===== config.mk =====
export PLATFORM = sky130hd
export DESIGN_NAME = dhfk_cordic
export DESIGN_NICKNAME = d
export VERILOG_FILES = /design/src/rtl/core/dh_forward_kinematics_5dof_assert.svh /design/src/rtl/core/dhfk_pkg.sv /design/src/rtl/core/dhfk_cordic.sv
export SDC_FILE = /design/constraint.sdc
export NUM_CORES = 2
export LEC_CHECK = 0
export BUFFER_PORTS_ARGS = -buffer_cell sky130_fd_sc_hd__buf_2
export CAP_MARGIN = 25
export CORE_MARGIN = 3
export CORE_UTILIZATION = 33
export CTS_BUF_LIST = sky130_fd_sc_hd__clkbuf_8
export DETAILED_ROUTE_END_ITERATION = 12
export PLACE_DENSITY = 0.57
export REMOVE_ABC_BUFFERS = 1
export SLEW_MARGIN = 10
export SYNTH_ARGS = -nofsm -noshare
export SYNTH_HDL_FRONTEND = slang
export SYNTH_SLANG_ARGS = --single-unit

===== constraint.sdc =====
create_clock -name clk -period 6.25 [get_ports clk]
set_input_delay 0 -clock clk [delete_from_list [all_inputs] [get_ports clk]]
set_output_delay 0 -clock clk [all_outputs]
set_load 0.02 [all_outputs]

===== src/rtl/core/dh_forward_kinematics_5dof_assert.svh =====
// Assertion macros for the five-joint forward kinematics block.
// Used by dh_forward_kinematics_5dof; expects a clk and rst in scope.
`ifndef DH_FORWARD_KINEMATICS_5DOF_ASSERT_SVH
`define DH_FORWARD_KINEMATICS_5DOF_ASSERT_SVH

// same-cycle implication
`define DHFK_ASSERT_IMPL(label, ante, cons) \
  label: assert property (@(posedge clk) disable iff (rst) (ante) |-> (cons)) \
    else $error("implication check failed");

// next-cycle implication
`define DHFK_ASSERT_NEXT(label, ante, cons) \
  label: assert property (@(posedge clk) disable iff (rst) (ante) |=> (cons)) \
    else $error("next-cycle check failed");

`endif


===== src/rtl/core/dhfk_pkg.sv =====
// Shared types, constants and helpers for the forward kinematics pipeline.
// No dependencies.
`timescale 1ns / 1ps
package dhfk_pkg;

  localparam int CORDIC_STAGES_DEF = 16;
  localparam int ATAN_DEPTH = 24;

  localparam logic [2:0] REG_BASE_HEIGHT = 3'd0;
  localparam logic [2:0] REG_LINK_LEN_0  = 3'd1;
  localparam logic [2:0] REG_LINK_LEN_1  = 3'd2;
  localparam logic [2:0] REG_LINK_LEN_2  = 3'd3;
  localparam logic [2:0] REG_LINK_LEN_3  = 3'd4;
  localparam logic [2:0] REG_LINK_LEN_4  = 3'd5;
  localparam logic [2:0] REG_LINK_LEN_5  = 3'd6;

  localparam logic signed [31:0] Q30_ONE   = 32'sh4000_0000;
  localparam logic signed [31:0] CORDIC_K  = 32'sd652032874;
  localparam logic signed [17:0] DEG90     = 18'sd11520;

  // arctan(2^-i), 2^-20 degree
  localparam logic signed [31:0] ATAN_TAB [ATAN_DEPTH] = '{
    32'sd47185920, 32'sd27855475, 32'sd14718068, 32'sd7471121,
    32'sd3750058,  32'sd1876857,  32'sd938658,   32'sd469357,
    32'sd234682,   32'sd117342,   32'sd58671,    32'sd29335,
    32'sd14668,    32'sd7334,     32'sd3667,     32'sd1833,
    32'sd917,      32'sd458,      32'sd229,      32'sd115,
    32'sd57,       32'sd29,       32'sd14,       32'sd7
  };

  typedef logic signed [31:0] q30_t;

  typedef struct packed {
    logic [2:0][2:0][31:0] rm;
    logic [2:0][49:0]      p;
  } frame_t;

  function automatic q30_t rnd_clamp(input logic signed [63:0] v);
    logic signed [63:0] t;
    t = (v + 64'sd536870912) >>> 30;
    if (t > 64'sd1073741824) begin
      return Q30_ONE;
    end else if (t < -64'sd1073741824) begin
      return -Q30_ONE;
    end
    return t[31:0];
  endfunction

endpackage


===== src/rtl/core/dhfk_cordic.sv =====
// Pipelined rotation-mode CORDIC: link angle (1/128 deg) to Q30 cos/sin.
// Depends on dhfk_pkg; optional output delay line for later links.
`timescale 1ns / 1ps
module dhfk_cordic import dhfk_pkg::*; #(
  parameter int STAGES    = CORDIC_STAGES_DEF,
  parameter int OUT_DELAY = 0
) (
  input  logic               clk,
  input  logic               en,
  input  logic signed [17:0] angle,
  output q30_t               cos_o,
  output q30_t               sin_o
);
  localparam int NS = (STAGES > ATAN_DEPTH) ? ATAN_DEPTH : STAGES;

  logic signed [18:0] wrap_sum;
  logic signed [18:0] wrapped;
  logic signed [15:0] ang;
  logic signed [15:0] ang_f;
  logic               fold;

  logic signed [33:0] xs [0:NS];
  logic signed [33:0] ys [0:NS];
  logic signed [31:0] zs [0:NS];
  logic               negs [0:NS];

  logic signed [33:0] xn;
  logic signed [33:0] yn;
  q30_t cd [0:OUT_DELAY];
  q30_t sd [0:OUT_DELAY];

  always_comb begin
    wrap_sum = {angle[17], angle} + 19'sd69120;
    if (wrap_sum >= 19'sd92160) begin
      wrapped = wrap_sum - 19'sd92160;
    end else if (wrap_sum >= 19'sd46080) begin
      wrapped = wrap_sum - 19'sd46080;
    end else begin
      wrapped = wrap_sum;
    end
    ang = 16'(wrapped - 19'sd23040);
    fold = 1'b0;
    ang_f = ang;
    if (ang > 16'sd11520) begin
      ang_f = ang - 16'sd23040;
      fold = 1'b1;
    end else if (ang < -16'sd11520) begin
      ang_f = ang + 16'sd23040;
      fold = 1'b1;
    end
  end

  always_ff @(posedge clk) begin
    if (en) begin
      xs[0]   <= 34'(CORDIC_K);
      ys[0]   <= '0;
      zs[0]   <= 32'(ang_f) <<< 13;
      negs[0] <= fold;
    end
  end

  for (genvar i = 0; i < NS; i++) begin : g_stage
    always_ff @(posedge clk) begin
      if (en) begin
        negs[i+1] <= negs[i];
        if (zs[i] >= 0) begin
          xs[i+1] <= xs[i] - (ys[i] >>> i);
          ys[i+1] <= ys[i] + (xs[i] >>> i);
          zs[i+1] <= zs[i] - ATAN_TAB[i];
        end else begin
          xs[i+1] <= xs[i] + (ys[i] >>> i);
          ys[i+1] <= ys[i] - (xs[i] >>> i);
          zs[i+1] <= zs[i] + ATAN_TAB[i];
        end
      end
    end
  end

  always_comb begin
    xn = negs[NS] ? -xs[NS] : xs[NS];
    yn = negs[NS] ? -ys[NS] : ys[NS];
  end

  always_ff @(posedge clk) begin
    if (en) begin
      cd[0] <= (xn > 34'sd1073741824) ? Q30_ONE :
               (xn < -34'sd1073741824) ? -Q30_ONE : xn[31:0];
      sd[0] <= (yn > 34'sd1073741824) ? Q30_ONE :
               (yn < -34'sd1073741824) ? -Q30_ONE : yn[31:0];
    end
  end

  for (genvar k = 0; k < OUT_DELAY; k++) begin : g_dly
    always_ff @(posedge clk) begin
      if (en) begin
        cd[k+1] <= cd[k];
        sd[k+1] <= sd[k];
      end
    end
  end

  assign cos_o = cd[OUT_DELAY];
  assign sin_o = sd[OUT_DELAY];
endmodule


== After elaboration in Yosys (flattened, before gate mapping) ==
Memories as Yosys holds them, arrays and structs flattened.
Index checks and enable logic that the tools add are counted.

* Flip-flop bits (word level): 0
* Bits in latches: 0
* Bits in writable memories: 1781
* Bits in read-only memories: 0
* Input bits: 20
* Output and inout port bits: 64
* Logic and storage cells: 339
* Memories kept: 6

* $add $sub $neg: 103
* Multiply operators: 0
* Divide/modulo/power cells: 0
* Order comparisons: 24
* Equal/unequal tests: 0
* Shifts and indexed selects: 0
* Muxes and demuxes: 158
* Bitwise operators: 48
* Reductions and logical operators: 0

{| class="wikitable"
|+ Memory list
! memory !! depth !! bits a word !! read ports !! clocked after memory_dff !! write ports !! line !! text
|-
| xs || 17 || 34 || 17 || 0 || 17 || dhfk_cordic.sv:22 || <nowiki>logic signed [33:0] xs [0:NS];</nowiki>
|-
| ys || 17 || 34 || 17 || 0 || 17 || dhfk_cordic.sv:23 || <nowiki>logic signed [33:0] ys [0:NS];</nowiki>
|-
| zs || 17 || 32 || 16 || 0 || 17 || dhfk_cordic.sv:24 || <nowiki>logic signed [31:0] zs [0:NS];</nowiki>
|-
| cd || 1 || 32 || 1 || 0 || 1 || dhfk_cordic.sv:29 || <nowiki>q30_t cd [0:OUT_DELAY];</nowiki>
|-
| sd || 1 || 32 || 1 || 0 || 1 || dhfk_cordic.sv:30 || <nowiki>q30_t sd [0:OUT_DELAY];</nowiki>
|-
| negs || 17 || 1 || 17 || 0 || 17 || dhfk_cordic.sv:25 || <nowiki>logic negs [0:NS];</nowiki>
|}

{| class="wikitable"
|+ Operators by type and width
! kind !! number
|-
| 34-bit 2-to-1 mux || 34
|-
| 32-bit 2-to-1 mux || 20
|-
| 32-bit by 1-bit >= comparator with 1-bit output, second input constant || 16
|-
| 1-bit 2-to-1 mux || 100
|-
| 34-bit by 19-bit adder with 34-bit output || 2
|-
| 34-bit by 20-bit adder with 34-bit output || 2
|-
| 34-bit by 21-bit adder with 34-bit output || 2
|-
| 34-bit by 22-bit adder with 34-bit output || 2
|-
| 34-bit by 23-bit adder with 34-bit output || 2
|-
| 34-bit by 24-bit adder with 34-bit output || 2
|-
| 34-bit by 25-bit adder with 34-bit output || 2
|-
| 34-bit by 26-bit adder with 34-bit output || 2
|-
| 34-bit by 27-bit adder with 34-bit output || 2
|-
| 34-bit by 28-bit adder with 34-bit output || 2
|-
| 34-bit by 29-bit adder with 34-bit output || 2
|-
| 34-bit by 30-bit adder with 34-bit output || 2
|-
| 34-bit by 31-bit adder with 34-bit output || 2
|-
| 34-bit by 32-bit adder with 34-bit output || 2
|-
| 34-bit by 33-bit adder with 34-bit output || 2
|-
| 34-bit by 32-bit > comparator with 1-bit output, second input constant || 2
|-
| 34-bit by 31-bit < comparator with 1-bit output, second input constant || 2
|-
| 34-bit negation || 2
|-
| 34-bit by 19-bit subtractor with 34-bit output || 2
|-
| 34-bit by 20-bit subtractor with 34-bit output || 2
|-
| 56 further kinds || 123
|}

== Longest topological paths before layout ==
* Depth in word-level cells: 8
* Mapped depth: 24
* Depth with buffers taken out: 24

== Worst setup path before layout ==
Ideal clock, no wire load.

* Path type: flip-flop to flip-flop
* Start: memory zs[13][2]
* End: memory xs[14][32], data pin
* Setup time: 258 ps
* Arrival time: 5606 ps
* Required time: 5992 ps
* Setup slack: 386 ps
* Cell stages (with the launch flop): 23
* Path buffers: 2
* Clock period less this slack: 5864 ps
* Path through: edfxtp_1 -> nor4_1 -> nand4_1 -> o21ai_0 -> inv_1 -> nand2_1 -> clkbuf_1 -> clkbuf_1 -> o21ai_0 -> fa_1 -> a21o_1 -> a21oi_1 -> o21ai_0 -> or4b_2 -> a31oi_1 -> o21ai_0 -> o21ai_0 -> a211o_1 -> a2111oi_0 -> o21ai_0 -> a21o_1 -> a21oi_1 -> xnor2_1

{| class="wikitable"
|+ RTL lines
! what !! line
|-
| start: declaration || dhfk_cordic.sv:24
|-
| end: declaration || dhfk_cordic.sv:22
|}

==> impl_metrics.csv <==
group,metric,value,unit
worst_setup_path,cp-start-kind,"input port",
logic_synthesis,async_flop_share,0,
floorplan,core,372800,µm²
worst_setup_path,worst-setup-path-type,"in2reg",
clock_network,cts-root-buf,"clkbuf_8",
run_status,status,"finished, final reports clean",
logic_synthesis,ys_types,103,
placement,io_buffers,83,
logic_synthesis,synth_top_area_frac,0.3651,
placement,placed_cells,17732,
worst_setup_path,arrival,6600,ps
drt,finalWirelength,306.8,mm
logic_synthesis,synth_top_cell_by_area,"edfxtp_1",
worst_setup_path,r2r_cells,24,
worst_setup_path,cp-end-kind,"register",
logic_synthesis,syn_area,123700,µm²
logic_synthesis,synth_edf_count,1504,
worst_setup_path,reg2reg_slack,470,ps
global_routing,grt_first_pass_wirelength,490.7,mm
clock_network,cts_sinks,1504,
final_layout,fin_nets,14528,
worst_setup_path,slowest_delay,540,ps
drt,viasPerCell,5.075,
floorplan,io_pins,84,
global_routing,grt_pass1_vias,91637,
worst_hold_path,hp-class,"in2reg",
worst_setup_path,crit_required,7010,ps
timing,rsz0062_at_grt,"no",
floorplan,start_util,0.3319,
timing,setup_viol,0,
drt,drt-pass1-iter-count,6,
worst_setup_path,r2r_end,"xs[13][32]$_DFFE_PP_",
global_routing,grt_start_max_net_pins,133,
timing,drv_slew,0,
clock_network,htreeDepth,5,
timing,slew_headroom,0.3359,
global_routing,gr-usage-all-layers,0.1567,
drt,wl_per_cell,16.79,µm
timing,period_share,0.9336,
drt,drtAntennaViolNets,0,
clock_network,cts_buffers,288,
final_layout,drive_gt1_frac,0.06253,
logic_synthesis,ys_top_cells_by_area,"edfxtp_1 (37%), ha_1 (14%), xnor2_1 (8.7%)",
drt,drt_iter0_drc,4431,
clock_network,cts_tree,"yes",
final_layout,final_cells,18278,
floorplan,rows,224,
worst_setup_path,startpoint,"angle[9]",
timing,final_hold_viol_count,0,
clock_network,clkTransAtPathRegs,70,ps
worst_setup_path,r2r_start,"zs[12][20]$_DFFE_PP_",
final_layout,area_growth_syn_to_layout,10.74,%
floorplan,fp.dieW,618.3,µm
timing,max_slew.worst_pin.slew,983.7,ps
worst_hold_path,holdPathStages,3,
logic_synthesis,ys_warn_count,0,
worst_setup_path,critPathBufInv,8,
flow_run,drv_cap,0,
logic_synthesis,netlist_instances,12708,
drt,num_vias,92769,
floorplan,dieArea,382200,µm²
global_routing,grt_antenna_before_repair,3,
worst_setup_path,crit_family,"buffers and inverters",
placement,dp_hpwl,246.6,mm
floorplan,fp.dieH,618.3,µm
worst_setup_path,cp_max_fo,11,
timing,whs,275.6,ps
worst_hold_path,min_from,"en",
timing,fmax,171.4,MHz
logic_synthesis,ys.flop_type,"edfxtp_1",
logic_synthesis,avgSynthCellArea,9.734,µm²
drt,drcViolationCount,0,
worst_hold_path,hold_end,"xs[10][25]$_DFFE_PP_",
logic_synthesis,ys_seq_area_frac,0.3651,
timing,fin_crit,5835,ps
global_routing,grt-ovfl-total,0,
timing,finClkSkew,70.21,ps
placement,place_congestion,0.9115,
clock_network,insertion_delay,1010,ps
logic_synthesis,synth-seq-cells,1504,
worst_setup_path,critPathSlowestCell,"dlygate4sd3_1",
clock_network,clockBufferDepth,4,
-- final cells by class --
| cell class | count | area [µm²] |
|---|---|---|
| antenna | 1 | 2.502 |
| clock buffer | 294 | 4046 |
| clock inverter | 214 | 1577 |
| fill | 37453 | 235800 |
| inverter | 502 | 1888 |
| multi-input combinational | 10498 | 75930 |
| sequential | 1504 | 45160 |
| tap | 4972 | 6221 |
| timing repair buffer | 293 | 2156 |
-- metrics by stage --
stage,setup TNS [ps],setup WS (ps),util,area [µm²]
floorplan,-927.5,-302.9,-,122900
global placement,-103.4,-103.4,0.3513,130900
detailed placement,0,79.62,0.3513,130900
CTS,0,82.03,0.3673,136900
global route,0,2.214,0.3675,137000
finish,0,415.2,0.3675,137000
-- worst min-delay path: stages --
cell and delay [ps]:
dlygate4sd3_1 610, buf_12 190, buf_4 230
-- cell usage after synthesis (all sizes together), types with 167 or more instances --
library cell	instances
inv	499
a21o	540
clkbuf	167
o21a	203
nor2	1011
nor2b	183
nor3	299
edfxtp	1504
a21oi	1188
nand3	172
nand2	744
nand2b	242
o31ai	177
xor2	678
o21bai	176
ha	1373
xnor2	1227
o21ai	723
-- sequential cells by signal, indices dropped and copies added (netlist names) --
register	count
ys	511
xs	484
zs	428
cd	32
sd	32
negs	17
-- logic make-up after synthesis --
logic type / count (synthesis) / share of synthesized area
compound gates: 3718 / 0.1916
simple gates: 3364 / 0.1324
xor+xnor: 1905 / 0.1349
flops: 1504 / 0.3651
fa+ha+maj: 1421 / 0.1466
buf+inv: 706 / 0.02163
mux: 90 / 0.007758
-- worst max path at each step --
stage,to,slack [ps],depth (start not counted)
CTS,xs[5][33]$_DFFE_PP_,80,22
global route,ys[11][32]$_DFFE_PP_,2,23
global placement,xs[5][33]$_DFFE_PP_,-100,21
detailed placement,xs[5][33]$_DFFE_PP_,80,21
floorplan,ys[9][33]$_DFFE_PP_,-300,21
finish,zs[0][27]$_DFFE_PP_,420,25
-- what timing repair did --
item / CTS / global route
gates cloned: 0 / 0
setup buffers: 1 / 0
hold buffers: 34 / 0
gates resized for setup: 2 / 17
setup endpoints to repair: 1 / 13
endpoints found under the hold margin: 604 / 0
-- per-layer routing --
metal  up-vias  global-route usage  routed length [µm]
li1      48090                   -                   -
met1     42593              0.1749              125700
met2      1443              0.2930              156600
met3       641             0.01641                7999
met4         2             0.07909               16460
met5         -                   0                  13
-- cell usage in the layout (no fill, tap or decap), types with 167 or more instances in the layout --
cell type	count
xor2_1	677
o21ai_0	716
o21bai_1	176
a21oi_1	1187
xnor2_1	1227
o31ai_1	177
nand3_1	172
nor3_1	299
nor2_1	1000
a21o_1	540
o21a_1	203
edfxtp_1	1504
inv_1	565
nand2_1	732
clkbuf_8	294
nand2b_1	241
ha_1	1373
nor2b_1	182
buf_4	167
Power is not shown: default switching activity piles up to over one toggle a cycle in this logic, so the estimate is an artifact.
